### config.mk
export PLATFORM = sky130hd
export DESIGN_NAME = prl_front
export DESIGN_NICKNAME = d
export VERILOG_FILES = /design/src/rtl/prl_pkg.sv /design/src/rtl/prl_front.sv
export SDC_FILE = /design/constraint.sdc
export NUM_CORES = 1
export LEC_CHECK = 0
export BUFFER_PORTS_ARGS = -buffer_cell sky130_fd_sc_hd__buf_4
export CORE_MARGIN = 5
export CORE_UTILIZATION = 40
export CTS_BUF_LIST = sky130_fd_sc_hd__clkbuf_8
export DETAILED_ROUTE_END_ITERATION = 7
export REMOVE_ABC_BUFFERS = 1
export SYNTH_ARGS = -nofsm -noshare
export SYNTH_HDL_FRONTEND = slang
export SYNTH_SLANG_ARGS = --single-unit
### constraint.sdc
create_clock -name clk -period 18.1 [get_ports clk]
set_input_delay 1.81 -clock clk [delete_from_list [all_inputs] [get_ports clk]]
set_output_delay 1.81 -clock clk [all_outputs]
set_load 0.02 [all_outputs]
### src/rtl/prl_pkg.sv
// Package for the peer rate limiter: widths, register indexes, deny codes,
// and the structures passed between the front and back parts. No dependencies.
`default_nettype none
package prl_pkg;
    localparam int PEER_COUNT_DEF    = 16;
    localparam int HISTORY_DEPTH_DEF = 50;
    localparam int HASH_W  = 64;
    localparam int COUNT_W = 24;
    localparam int CFG_IDX_W = 3;

    localparam logic [CFG_IDX_W-1:0] REG_LOW_THR  = 3'd0;
    localparam logic [CFG_IDX_W-1:0] REG_HIGH_THR = 3'd1;
    localparam logic [CFG_IDX_W-1:0] REG_LOW_MUL  = 3'd2;
    localparam logic [CFG_IDX_W-1:0] REG_MID_MUL  = 3'd3;
    localparam logic [CFG_IDX_W-1:0] REG_HIGH_MUL = 3'd4;
    localparam logic [CFG_IDX_W-1:0] REG_BASE_LIM = 3'd5;
    localparam logic [CFG_IDX_W-1:0] REG_WIN_LEN  = 3'd6;

    localparam logic [1:0] CAUSE_OK    = 2'd0;
    localparam logic [1:0] CAUSE_LIMIT = 2'd1;
    localparam logic [1:0] CAUSE_DUP   = 2'd2;

    typedef struct packed {
        logic [3:0]         peer;
        logic [HASH_W-1:0]  hash;
        logic [31:0]        tick;
        logic [COUNT_W-1:0] limit;
    } msg_t;
endpackage
`default_nettype wire

### src/rtl/prl_front.sv
// Front part: byte hashing, reputation multiplier select and limit scaling.
// Depends on prl_pkg. Emits one msg_t per message into the queue.
`default_nettype none
module prl_front
(
    input  wire logic                 clk,
    input  wire logic                 rst_n,
    input  wire logic                 in_valid,
    output logic                      in_ready,
    input  wire logic [3:0]           peer_index,
    input  wire logic signed [31:0]   reputation,
    input  wire logic                 has_topic_limit,
    input  wire logic [15:0]          topic_limit,
    input  wire logic [31:0]          current_tick,
    input  wire logic [7:0]           payload_byte,
    input  wire logic                 has_byte,
    input  wire logic                 last_byte,
    input  wire logic signed [31:0]   low_threshold,
    input  wire logic signed [31:0]   high_threshold,
    input  wire logic [15:0]          low_multiplier,
    input  wire logic [15:0]          mid_multiplier,
    input  wire logic [15:0]          high_multiplier,
    input  wire logic [15:0]          base_limit,
    output logic                      q_valid,
    input  wire logic                 q_ready,
    output prl_pkg::msg_t             q_data
);
    logic [prl_pkg::HASH_W-1:0] hash_reg, hash_next;
    logic                       busy_reg;
    logic [15:0]                mul_reg, lim_reg;
    prl_pkg::msg_t              hold_reg;
    logic                       qv_reg;
    logic [31:0]                prod;
    logic [23:0]                scaled;

    assign in_ready = !busy_reg && !qv_reg;
    assign hash_next = has_byte ? (hash_reg * 64'd131 + {56'd0, payload_byte}) : hash_reg;
    assign prod = lim_reg * mul_reg;
    assign scaled = prod[31:8];

    always_ff @(posedge clk or negedge rst_n)
    begin
        if (!rst_n)
        begin
            hash_reg <= '0;
            busy_reg <= 1'b0;
            qv_reg   <= 1'b0;
        end
        else
        begin
            if (qv_reg && q_ready)
                qv_reg <= 1'b0;
            if (busy_reg)
            begin
                busy_reg <= 1'b0;
                qv_reg   <= 1'b1;
                hold_reg.limit <= (scaled == 24'd0) ? 24'd1 : scaled;
            end
            if (in_valid && in_ready)
            begin
                if (last_byte)
                begin
                    hash_reg <= '0;
                    busy_reg <= 1'b1;
                    hold_reg.peer <= peer_index;
                    hold_reg.hash <= hash_next;
                    hold_reg.tick <= current_tick;
                    lim_reg <= has_topic_limit ? topic_limit : base_limit;
                    if (reputation < low_threshold)
                        mul_reg <= low_multiplier;
                    else if (reputation >= high_threshold)
                        mul_reg <= high_multiplier;
                    else
                        mul_reg <= mid_multiplier;
                end
                else
                    hash_reg <= hash_next;
            end
        end
    end

    assign q_valid = qv_reg;
    assign q_data  = hold_reg;
endmodule
`default_nettype wire

After elaboration in Yosys (flattened, before gate mapping)
Index checks and enable logic that the tools add are counted.
{"block": "totals", "ff_bits": 222, "in_bits": 227, "output_inout_bits": 126, "wordCells": 32}
{"block": "op_classes", "add_sub_neg": 1, "multipliers": 2, "n_lt_le_gt_ge": 2, "muxes": 9, "n_reduce_logical": 9}
{"cell": "64-bit 2-to-1 mux", "n": 2}
{"cell": "64-bit by 8-bit adder with 64-bit output", "n": 1}
{"cell": "64-bit by 8-bit multiplier with 64-bit output, second input constant", "n": 1}
{"cell": "16-bit 2-to-1 mux", "n": 3}
{"cell": "32-bit >= comparator", "n": 1}
{"cell": "32-bit < comparator", "n": 1}
{"cell": "16-bit by 16-bit multiplier with 32-bit output", "n": 1}
{"cell": "24-bit logical NOT", "n": 1}
{"cell": "1-bit 2-to-1 mux", "n": 4}
{"cell": "1-bit logical AND", "n": 3}
{"cell": "3-bit AND reduction", "n": 1}
{"cell": "1-bit logical NOT", "n": 2}
{"cell": "2-bit AND reduction", "n": 1}
{"cell": "2-bit nonzero test", "n": 1}

Depth between registers and ports, before layout
Gate-level depths: netlist (run 1).
{"block": "depth", "ltp_word": 4, "ltp_mapped": 26, "depth_no_buf": 25}

Least setup slack after synthesis (run 1)
No wires, ideal clock.
{"block": "synth_path", "path_type": "flip-flop to flip-flop", "from": "register mul_reg[1]", "to": "register hold_reg, in the netlist q_data[0] (data pin)", "setup_time_ps": 188, "arrival_time_ps": 6999, "required_time_ps": 17912, "path_slack_ps": 10913, "path_stages_with_launch": 23, "path_buffers": 1, "synth_period_minus_slack_ps": 7187, "path_cell_list": "edfxtp_1 -> clkbuf_1 -> nand2_1 -> fa_1 -> fa_1 -> inv_1 -> fa_1 -> inv_1 -> fa_1 -> fa_1 -> fa_1 -> inv_1 -> ha_1 -> and3_1 -> a211oi_4 -> nand2_2 -> a21o_1 -> xor2_1 -> or3b_1 -> or4b_1 -> or4_1 -> or4_1 -> o41ai_1"}
{"block": "synth_via", "elab_chain_cells": 2}
{"element": "start: declaration", "line": "prl_front.sv:30", "source": "logic [15:0] mul_reg, lim_reg;"}
{"element": "start signal: assignment", "line": "prl_front.sv:70", "source": "mul_reg <= low_multiplier;"}
{"element": "start signal: assignment", "line": "prl_front.sv:72", "source": "mul_reg <= high_multiplier;"}
{"element": "start signal: assignment", "line": "prl_front.sv:74", "source": "mul_reg <= mid_multiplier;"}
{"element": "16-bit by 16-bit multiplier with 32-bit output (*)", "line": "prl_front.sv:38", "source": "assign prod = lim_reg * mul_reg;"}
{"element": "24-bit logical NOT", "line": "prl_front.sv:57", "source": "hold_reg.limit <= (scaled == 24'd0) ? 24'd1 : scaled;"}
{"element": "end: declaration", "line": "prl_front.sv:31", "source": "prl_pkg::msg_t hold_reg;"}
Every way passes the cells marked *; elsewhere a longest branch is shown, timed or not.
A chain may end at the register's enable or synchronous reset.

Worst setup path in the final report (run 1)
{"block": "layout_path", "from": "register lim_reg[10]", "to": "register hold_reg, in the netlist q_data[0] (data pin)"}
{"block": "layout_via", "elab_chain_cells": 2}
{"element": "start: declaration", "line": "prl_front.sv:30"}
{"element": "start signal: assignment", "line": "prl_front.sv:68", "source": "lim_reg <= has_topic_limit ? topic_limit : base_limit;"}
{"element": "16-bit by 16-bit multiplier with 32-bit output", "line": "prl_front.sv:38"}
{"element": "24-bit logical NOT", "line": "prl_front.sv:57"}
Every way passes these cells.

==> run metrics, run 1 <==
routability cong.=0.9156; top-area cell type share of the netlist area=between 10% and 20%; CP max stage cell=edfxtp_1; largest net degree at the start of global routing=just under 70; Worst Tran Pin Value=about 1100 ps; Residual DRC=0; Vias=between 20000 and 25000; initial antenna violation count=1; worst-path fanout max=16; cell mode on critical path=fa_1; synthesis-to-layout area growth=16.57%; PnR worst setup slack=roughly 10000 ps; PostCTS Resize Cnt=0; WHS Endpoint=q_valid$_DFFE_PN0P_; n_diodes=0; Buf/Inv on CP=3; root buffer cell=clkbuf_8; peak supply drop=around 0.000088 V; crit end category=flop; Synth warnings=0; critical path type=reg -> reg; number of buffers created by CTS=44; Worst R2R Path Depth=22; synthesized area=~27000 um^2; Initial Util=40.31%; H-tree level count=2; IO Count=around 350; 1st-iter DRT viols=between 1000 and 1500; Max Slew Vio Count=0; first-pass GRT wire length=116500 um; Worst Path Arrival=between 8000 and 9000 ps; drt wl/cell=about 19 um; unrepaired setup endpoints after global routing=false; Post-CTS Hold Fix Bufs=0; Netlist cell types=70; Hold Vio Cnt, Final=0; Routed Antenna Nets=0; vias in the first global route=around 21000; Clock Sinks=about 220; Layout fillers=about 6000; final wirelength=around 73000 um; RR Startpoint=lim_reg[10]$_DFFE_PP_; CP peak stage delay=roughly 700 ps; sequential share of the synthesized area=23.91%; hpwl dp=59740 um; die height=roughly 270 um; Fmax=0.1303 GHz; share of layout cells above drive strength 1=between 10% and 20%; Pwr Density=approximately 160 nW/um^2; Hold WC Path Type=reg -> reg; pre-CTS WS=10440 ps; worst path cell trace=nand2_1, fa_1, fa_1, inv_1, fa_1, inv_1, fa_1, fa_1, fa_1, inv_1, ha_1, a21oi_1, nor2b_1, a211oi_4, nand2_2, a21o_1, xor2_1, or3b_1, or4b_1, or4_1, or4_1, o41ai_1; number of max-cap violations=0; clk buf depth=3; vias per cell=between 5 and 6; Async SR Flop Fraction=between 20% and 30%; synthesized area per cell=about 9.7 um^2; final setup fails=0; Synth Instances=~2700; post-route setup TNS=0 ps; fin crit share=between 40 and 50%; CTS tree=built; nets=between 3000 and 4000; outcome=finished clean; top-count cell post-synth=inv_1; post-CTS setup buffers=0; die area=71510 um^2; max reg flops=124; core area=65750 um^2; r2r endpoint=q_data[0]$_SDFFCE_PN1P_; Clock transition at path regs=approximately 70 ps; Final Critical Period=7673 ps; hold path cells=1; reg2reg setup slack=between 10000 and 15000 ps; PortBufs=352; relative slew slack=between 20% and 30%; Post-synth EDFFs=about 160; synth top area cells=fa_1, ha_1, edfxtp_1, inv_1, dfrtp_1; cell family with most CP delay=adder cells; worst-skew pair later-pin latency=650 ps; Commonest cells post-synth=inv_1, ha_1, fa_1; hold_sp=q_valid$_DFFE_PN0P_; Die X=between 200 and 300 um; # rows=94; GRT Total Usage=20.33%; grt ovf=0; P_leak=between 15 and 20 nW; Yosys top cell by area=fa_1; critical path startpoint category=flop; skew final=slightly above 50 ps; Yosys reg bits=222; top_reg_cell synth=edfxtp_1; worst endpoint required time=between 15000 and 20000 ps; First-pass DRT Iterations=6
## metrics by stage
| step | power, mW | cell area, um^2 | cells | utilization [%] | hold WS (ps) |
|---|---|---|---|---|---|
| finish | 4.936 | 30890 | 3954 | 46.99 | 526.4 |
| global route | 5.477 | 30890 | 3954 | 46.99 | 538.1 |
| global placement | 4.317 | 29970 | 3872 | 45.58 | 492.4 |
| CTS | 4.987 | 30890 | 3954 | 46.99 | 527.2 |
| detailed placement | 4.380 | 29970 | 3872 | 45.58 | 515.3 |
| floorplan | 3.420 | 26160 | 2647 | - | 442.0 |
## where the power goes
group | internal (mW) | switching, mW | total [mW]
clock network | 0.300 | 0.250 | 0.551
registers | 0.755 | 0.132 | 0.886
logic | 1.44 | 2.06 | 3.50
total | 2.49 | 2.44 | 4.94
## cell type report
class                      instances  area (um^2)  area share [%]
inverter                         582         2185           7.071
timing repair buffer             361         2710           8.772
clock buffer                      50        688.2           2.227
sequential                       222         6336           20.51
tap                              864         1081           3.499
multi-input combinational       1843        17650           57.14
clock inverter                    32        240.2          0.7776
## cells in the final DEF (no fill, tap or decap), drive strengths merged, types with 86 or more instances in the layout
cell and instances:
and2 119, buf 361, a21oi 118, nand2 245, edfxtp 156, inv 597, o21ai 89, ha 404
fa 256, a21o 86, mux2 89
## worst register-to-register path, cell delays in order (launching register included)
cell and delay (ps):
edfxtp_1 700, nand2_1 160, fa_1 530, fa_1 550
inv_1 50, fa_1 500, inv_1 60, fa_1 550
fa_1 430, fa_1 490, inv_1 40, ha_1 350
a21oi_1 200, nor2b_1 100, a211oi_4 270, nand2_2 100
a21o_1 210, xor2_1 160, or3b_1 360, or4b_1 550
or4_1 490, or4_1 410, o41ai_1 240
## worst max path at each step
stage	startpoint	endpoint	depth (start not counted)
after floorplan	mul_reg[1]$_DFFE_PP_	q_data[0]$_SDFFCE_PN1P_	21
after global placement	lim_reg[10]$_DFFE_PP_	q_data[0]$_SDFFCE_PN1P_	22
after detailed placement	lim_reg[7]$_DFFE_PP_	q_data[0]$_SDFFCE_PN1P_	22
after CTS	lim_reg[10]$_DFFE_PP_	q_data[0]$_SDFFCE_PN1P_	22
after global routing	lim_reg[10]$_DFFE_PP_	q_data[0]$_SDFFCE_PN1P_	22
final	lim_reg[10]$_DFFE_PP_	q_data[0]$_SDFFCE_PN1P_	22
## per-layer routing
metal  share of wire (%)  track usage, %  up-vias
li1                    -               -     9652
met1                  43           26.27     9827
met2                  49           35.19      475
met3                 5.6           3.822      124
met4                 2.8           5.440        2
met5               0.018               0        -
## cells by family (layout without fill, tap and decap cells)
| group | Yosys count | in the layout | synth area share (%) |
|---|---|---|---|
| xor+xnor | 88 | 88 | 2.908 |
| flops | 222 | 222 | 23.91 |
| mux | 93 | 93 | 3.933 |
| simple gates | 567 | 567 | 10.61 |
| buf+inv | 674 | 1025 | 9.546 |
| fa+ha+maj | 660 | 660 | 38.41 |
| compound gates | 435 | 435 | 10.68 |
No activity file was read; power rests on OpenSTA's default activity.
==> run 2, diff against run 1 <==
--- a/config.mk
+++ b/config.mk
@@ -5,6 +5,7 @@
 export SDC_FILE = /design/constraint.sdc
 export NUM_CORES = 1
 export LEC_CHECK = 0
+export ABC_AREA = 1
 export BUFFER_PORTS_ARGS = -buffer_cell sky130_fd_sc_hd__buf_4
 export CORE_MARGIN = 5
 export CORE_UTILIZATION = 40
==> constraint.sdc (replaced) <==
create_clock -name clk -period 8 [get_ports clk]
set_input_delay 0.8 -clock clk [delete_from_list [all_inputs] [get_ports clk]]
set_output_delay 0.8 -clock clk [all_outputs]
set_load 0.02 [all_outputs]
==> run metrics, run 2 <==
die height=278.9 um (was 267.4 um); drt wl/cell=16.55 um (was 18.56 um); Switching Fraction=53.51% (was 49.47%); outcome=finished clean (unchanged); number of buffers created by CTS=44 (unchanged); Async SR Flop Fraction=29.73% (unchanged); Clock Sinks=222 (unchanged); PortBufs=352 (unchanged); Internal=5.522 mW (was 2.494 mW); synthesized area=28930 um^2 (was 26500 um^2); critical path type=reg -> reg (unchanged); worst-path fanout max=16 (unchanged); fin crit share=78.28% (was 42.39%); Post-synth EDFFs=156 (unchanged); unrepaired setup endpoints after global routing=false (unchanged); synthesized area per cell=7.752 um^2 (was 9.676 um^2); Hold Vio Cnt, Final=0 (unchanged); Commonest cells post-synth=inv_1, nand2_1, ha_1 (was inv_1, ha_1, fa_1); largest net degree at the start of global routing=97 (was 68); n_diodes=0 (unchanged); vias per cell=4.786 (was 5.078); core area=71610 um^2 (was 65750 um^2); CTS tree=built (unchanged); worst endpoint required time=8350 ps (was 18550 ps); clock network power share=10.8% (was 11.2%); sequential share of the synthesized area=21.90% (was 23.91%); synthesis-to-layout area growth=15.34% (was 16.57%); hpwl dp=68310 um (was 59740 um); GRT Total Usage=21.33% (was 20.33%); Routed Antenna Nets=0 (unchanged); top_reg_cell synth=edfxtp_1 (unchanged); Hold WS=151.1 ps (was 526.4 ps); Buf/Inv on CP=6 (was 3); Worst Path Arrival=6610 ps (was 8120 ps); total power after layout=11.88 mW (was 4.936 mW); top-count cell post-synth=inv_1 (unchanged); relative slew slack=27.01% (was 27.72%); Pwr Density=355.9 nW/um^2 (was 159.8 nW/um^2); grt ovf=0 (unchanged); number of max-cap violations=0 (unchanged); vias in the first global route=24870 (was 21450); Synth warnings=0 (unchanged); Residual DRC=0 (unchanged); Worst Tran Pin Value=1092 ps (was 1078 ps); share of layout cells above drive strength 1=12.39% (was 17.35%); Hold WC Path Type=in -> async (was reg -> reg); first-pass GRT wire length=132900 um (was 116500 um); Yosys top cell by area=fa_1 (unchanged); FF/Latch Area=6336 um^2 (unchanged); CP max stage cell=edfxtp_1 (unchanged); P_leak=18.62 nW (was 16.03 nW); P_sw=6.355 mW (was 2.442 mW); Max Slew Vio Count=0 (unchanged); worst-skew pair later-pin latency=640 ps (was 650 ps); skew final=53.52 ps (was 50.44 ps); IO Count=353 (unchanged); clk buf depth=3 (unchanged); root buffer cell=clkbuf_8 (unchanged); final wirelength=83160 um (was 73380 um); post-CTS setup buffers=0 (unchanged); # rows=98 (was 94); multi-input logic area=18590 um^2 (was 17650 um^2); Yosys reg bits=222 (unchanged); routability cong.=0.9398 (was 0.9156); Clock transition at path regs=80 ps (was 70 ps); cell family with most CP delay=adder cells (unchanged); Layout fillers=7312 (was 6169); top-area cell type share of the netlist area=17.72% (was 19.34%); die area=77800 um^2 (was 71510 um^2); CP peak stage delay=780 ps (was 700 ps); commonest non-fill, non-tap cell in the layout=inv_1 (unchanged); peak supply drop=0.0002480 V (was 0.00008791 V); Synth Instances=3732 (was 2739); PostCTS Resize Cnt=0 (unchanged); crit end category=flop (unchanged); initial antenna violation count=0 (was 1); Seq pwr share=16.7% (was 18.0%); final setup fails=0 (unchanged); synth top area cells=fa_1, ha_1, edfxtp_1, inv_1, nand2_1 (was fa_1, ha_1, edfxtp_1, inv_1, dfrtp_1); Post-CTS Hold Fix Bufs=0 (unchanged); critical path startpoint category=flop (unchanged); max reg flops=124 (unchanged); nets=4929 (was 3941); First-pass DRT Iterations=5 (was 6); Final Critical Period=6262 ps (was 7673 ps); H-tree level count=2 (unchanged); 1st-iter DRT viols=1232 (was 1199); Fmax=0.1597 GHz (was 0.1303 GHz); most frequent cells in the layout=inv_1, nand2_1, ha_1 (was inv_1, ha_1, buf_4); Vias=24050 (was 20080); Die X=278.9 um (was 267.4 um); Initial Util=40.40% (was 40.31%); Comb pwr share=72.5% (was 70.9%); Netlist cell types=53 (was 70)
-- run 2: cell count changes in the layout (fill, tap and decap cells not counted), sizes merged, moves of 15 or more --
cell   previous run  this run
a21o             86         9
a21oi           118       155
a22o             25         7
a22oi            15         0
and2            119        19
inv             597       975
mux2             89        16
nand2           245       919
nand3            24       151
nor2             51       205
nor2b            29         0
o21ai            89       114
or2               2        19
xnor2            62        15
-- run 2: power by group through the flow --
stage	clock [mW]	sequential [mW]	combinational, mW
2_1_floorplan	0	1.98	6.16
3_3_place_gp	0	2.01	8.61
3_5_place_dp	0	2.01	8.66
4_1_cts	1.33	1.99	8.74
5_1_grt	1.39	2.02	10.0
6_report	1.29	1.98	8.61
-- run 2: final cells by class --
| cell class | count | share of cell area [%] |
|---|---|---|
| multi-input cells | 2457 | 55.73 |
| flip-flops and latches | 222 | 18.99 |
| inverters | 958 | 10.78 |
| repair buffers | 359 | 8.115 |
| well taps | 950 | 3.562 |
| clock buffers | 46 | 1.897 |
| clock inverters | 34 | 0.9262 |
-- run 2: kinds of logic after synthesis --
logic type,Yosys count,share of synthesized area (%)
AND/OR/NAND/NOR,1390,20.30
buffers and inverters,1053,13.88
adder cells (fa/ha/maj),660,35.19
AO/OA/AOI/OAI,346,6.738
flip-flops,222,21.90
XOR/XNOR,45,1.362
multiplexers,16,0.6228
-- run 2: worst paths after layout --
check	startpoint	end	slack [ps]	cells past startpoint
setup / recovery	mul_reg[7]$_DFFE_PP_	q_data[0]$_SDFFCE_PN1P_	1740	25
hold / removal	rst_n	hash_reg[29]$_DFFE_PN0P_	150	1
setup reg to reg	mul_reg[7]$_DFFE_PP_	q_data[0]$_SDFFCE_PN1P_	1740	25
hold reg to reg	hash_reg[63]$_DFFE_PN0P_	hash_reg[63]$_DFFE_PN0P_	540	2
max in group asynchronous	rst_n	hash_reg[2]$_DFFE_PN0P_	6900	2
min in group clk	current_tick[13]	q_data[37]$_DFFE_PP_	360	1
-- run 2: through the flow --
step	cell area (um^2)	util, %	worst slack [ps]	TNS [ps]	cells
3_5_place_dp	32420	45.28	1729	0	4946
4_1_cts	33370	46.60	1716	0	5026
5_1_grt	33370	46.60	1318	0	5026
3_3_place_gp	32420	45.28	1755	0	4946
6_report	33370	46.60	1738	0	5026
2_1_floorplan	28510	-	-33.80	-4461	3637
-- run 2: per-layer routing --
metal / part of all wire, % / vias up / global-route usage [%]
met1: 43 / 11430 / 26.62
met5: 0 / - / 0
met2: 51 / 445 / 39.25
met4: 2.7 / 0 / 5.591
met3: 3.7 / 116 / 2.467
li1: - / 12060 / -
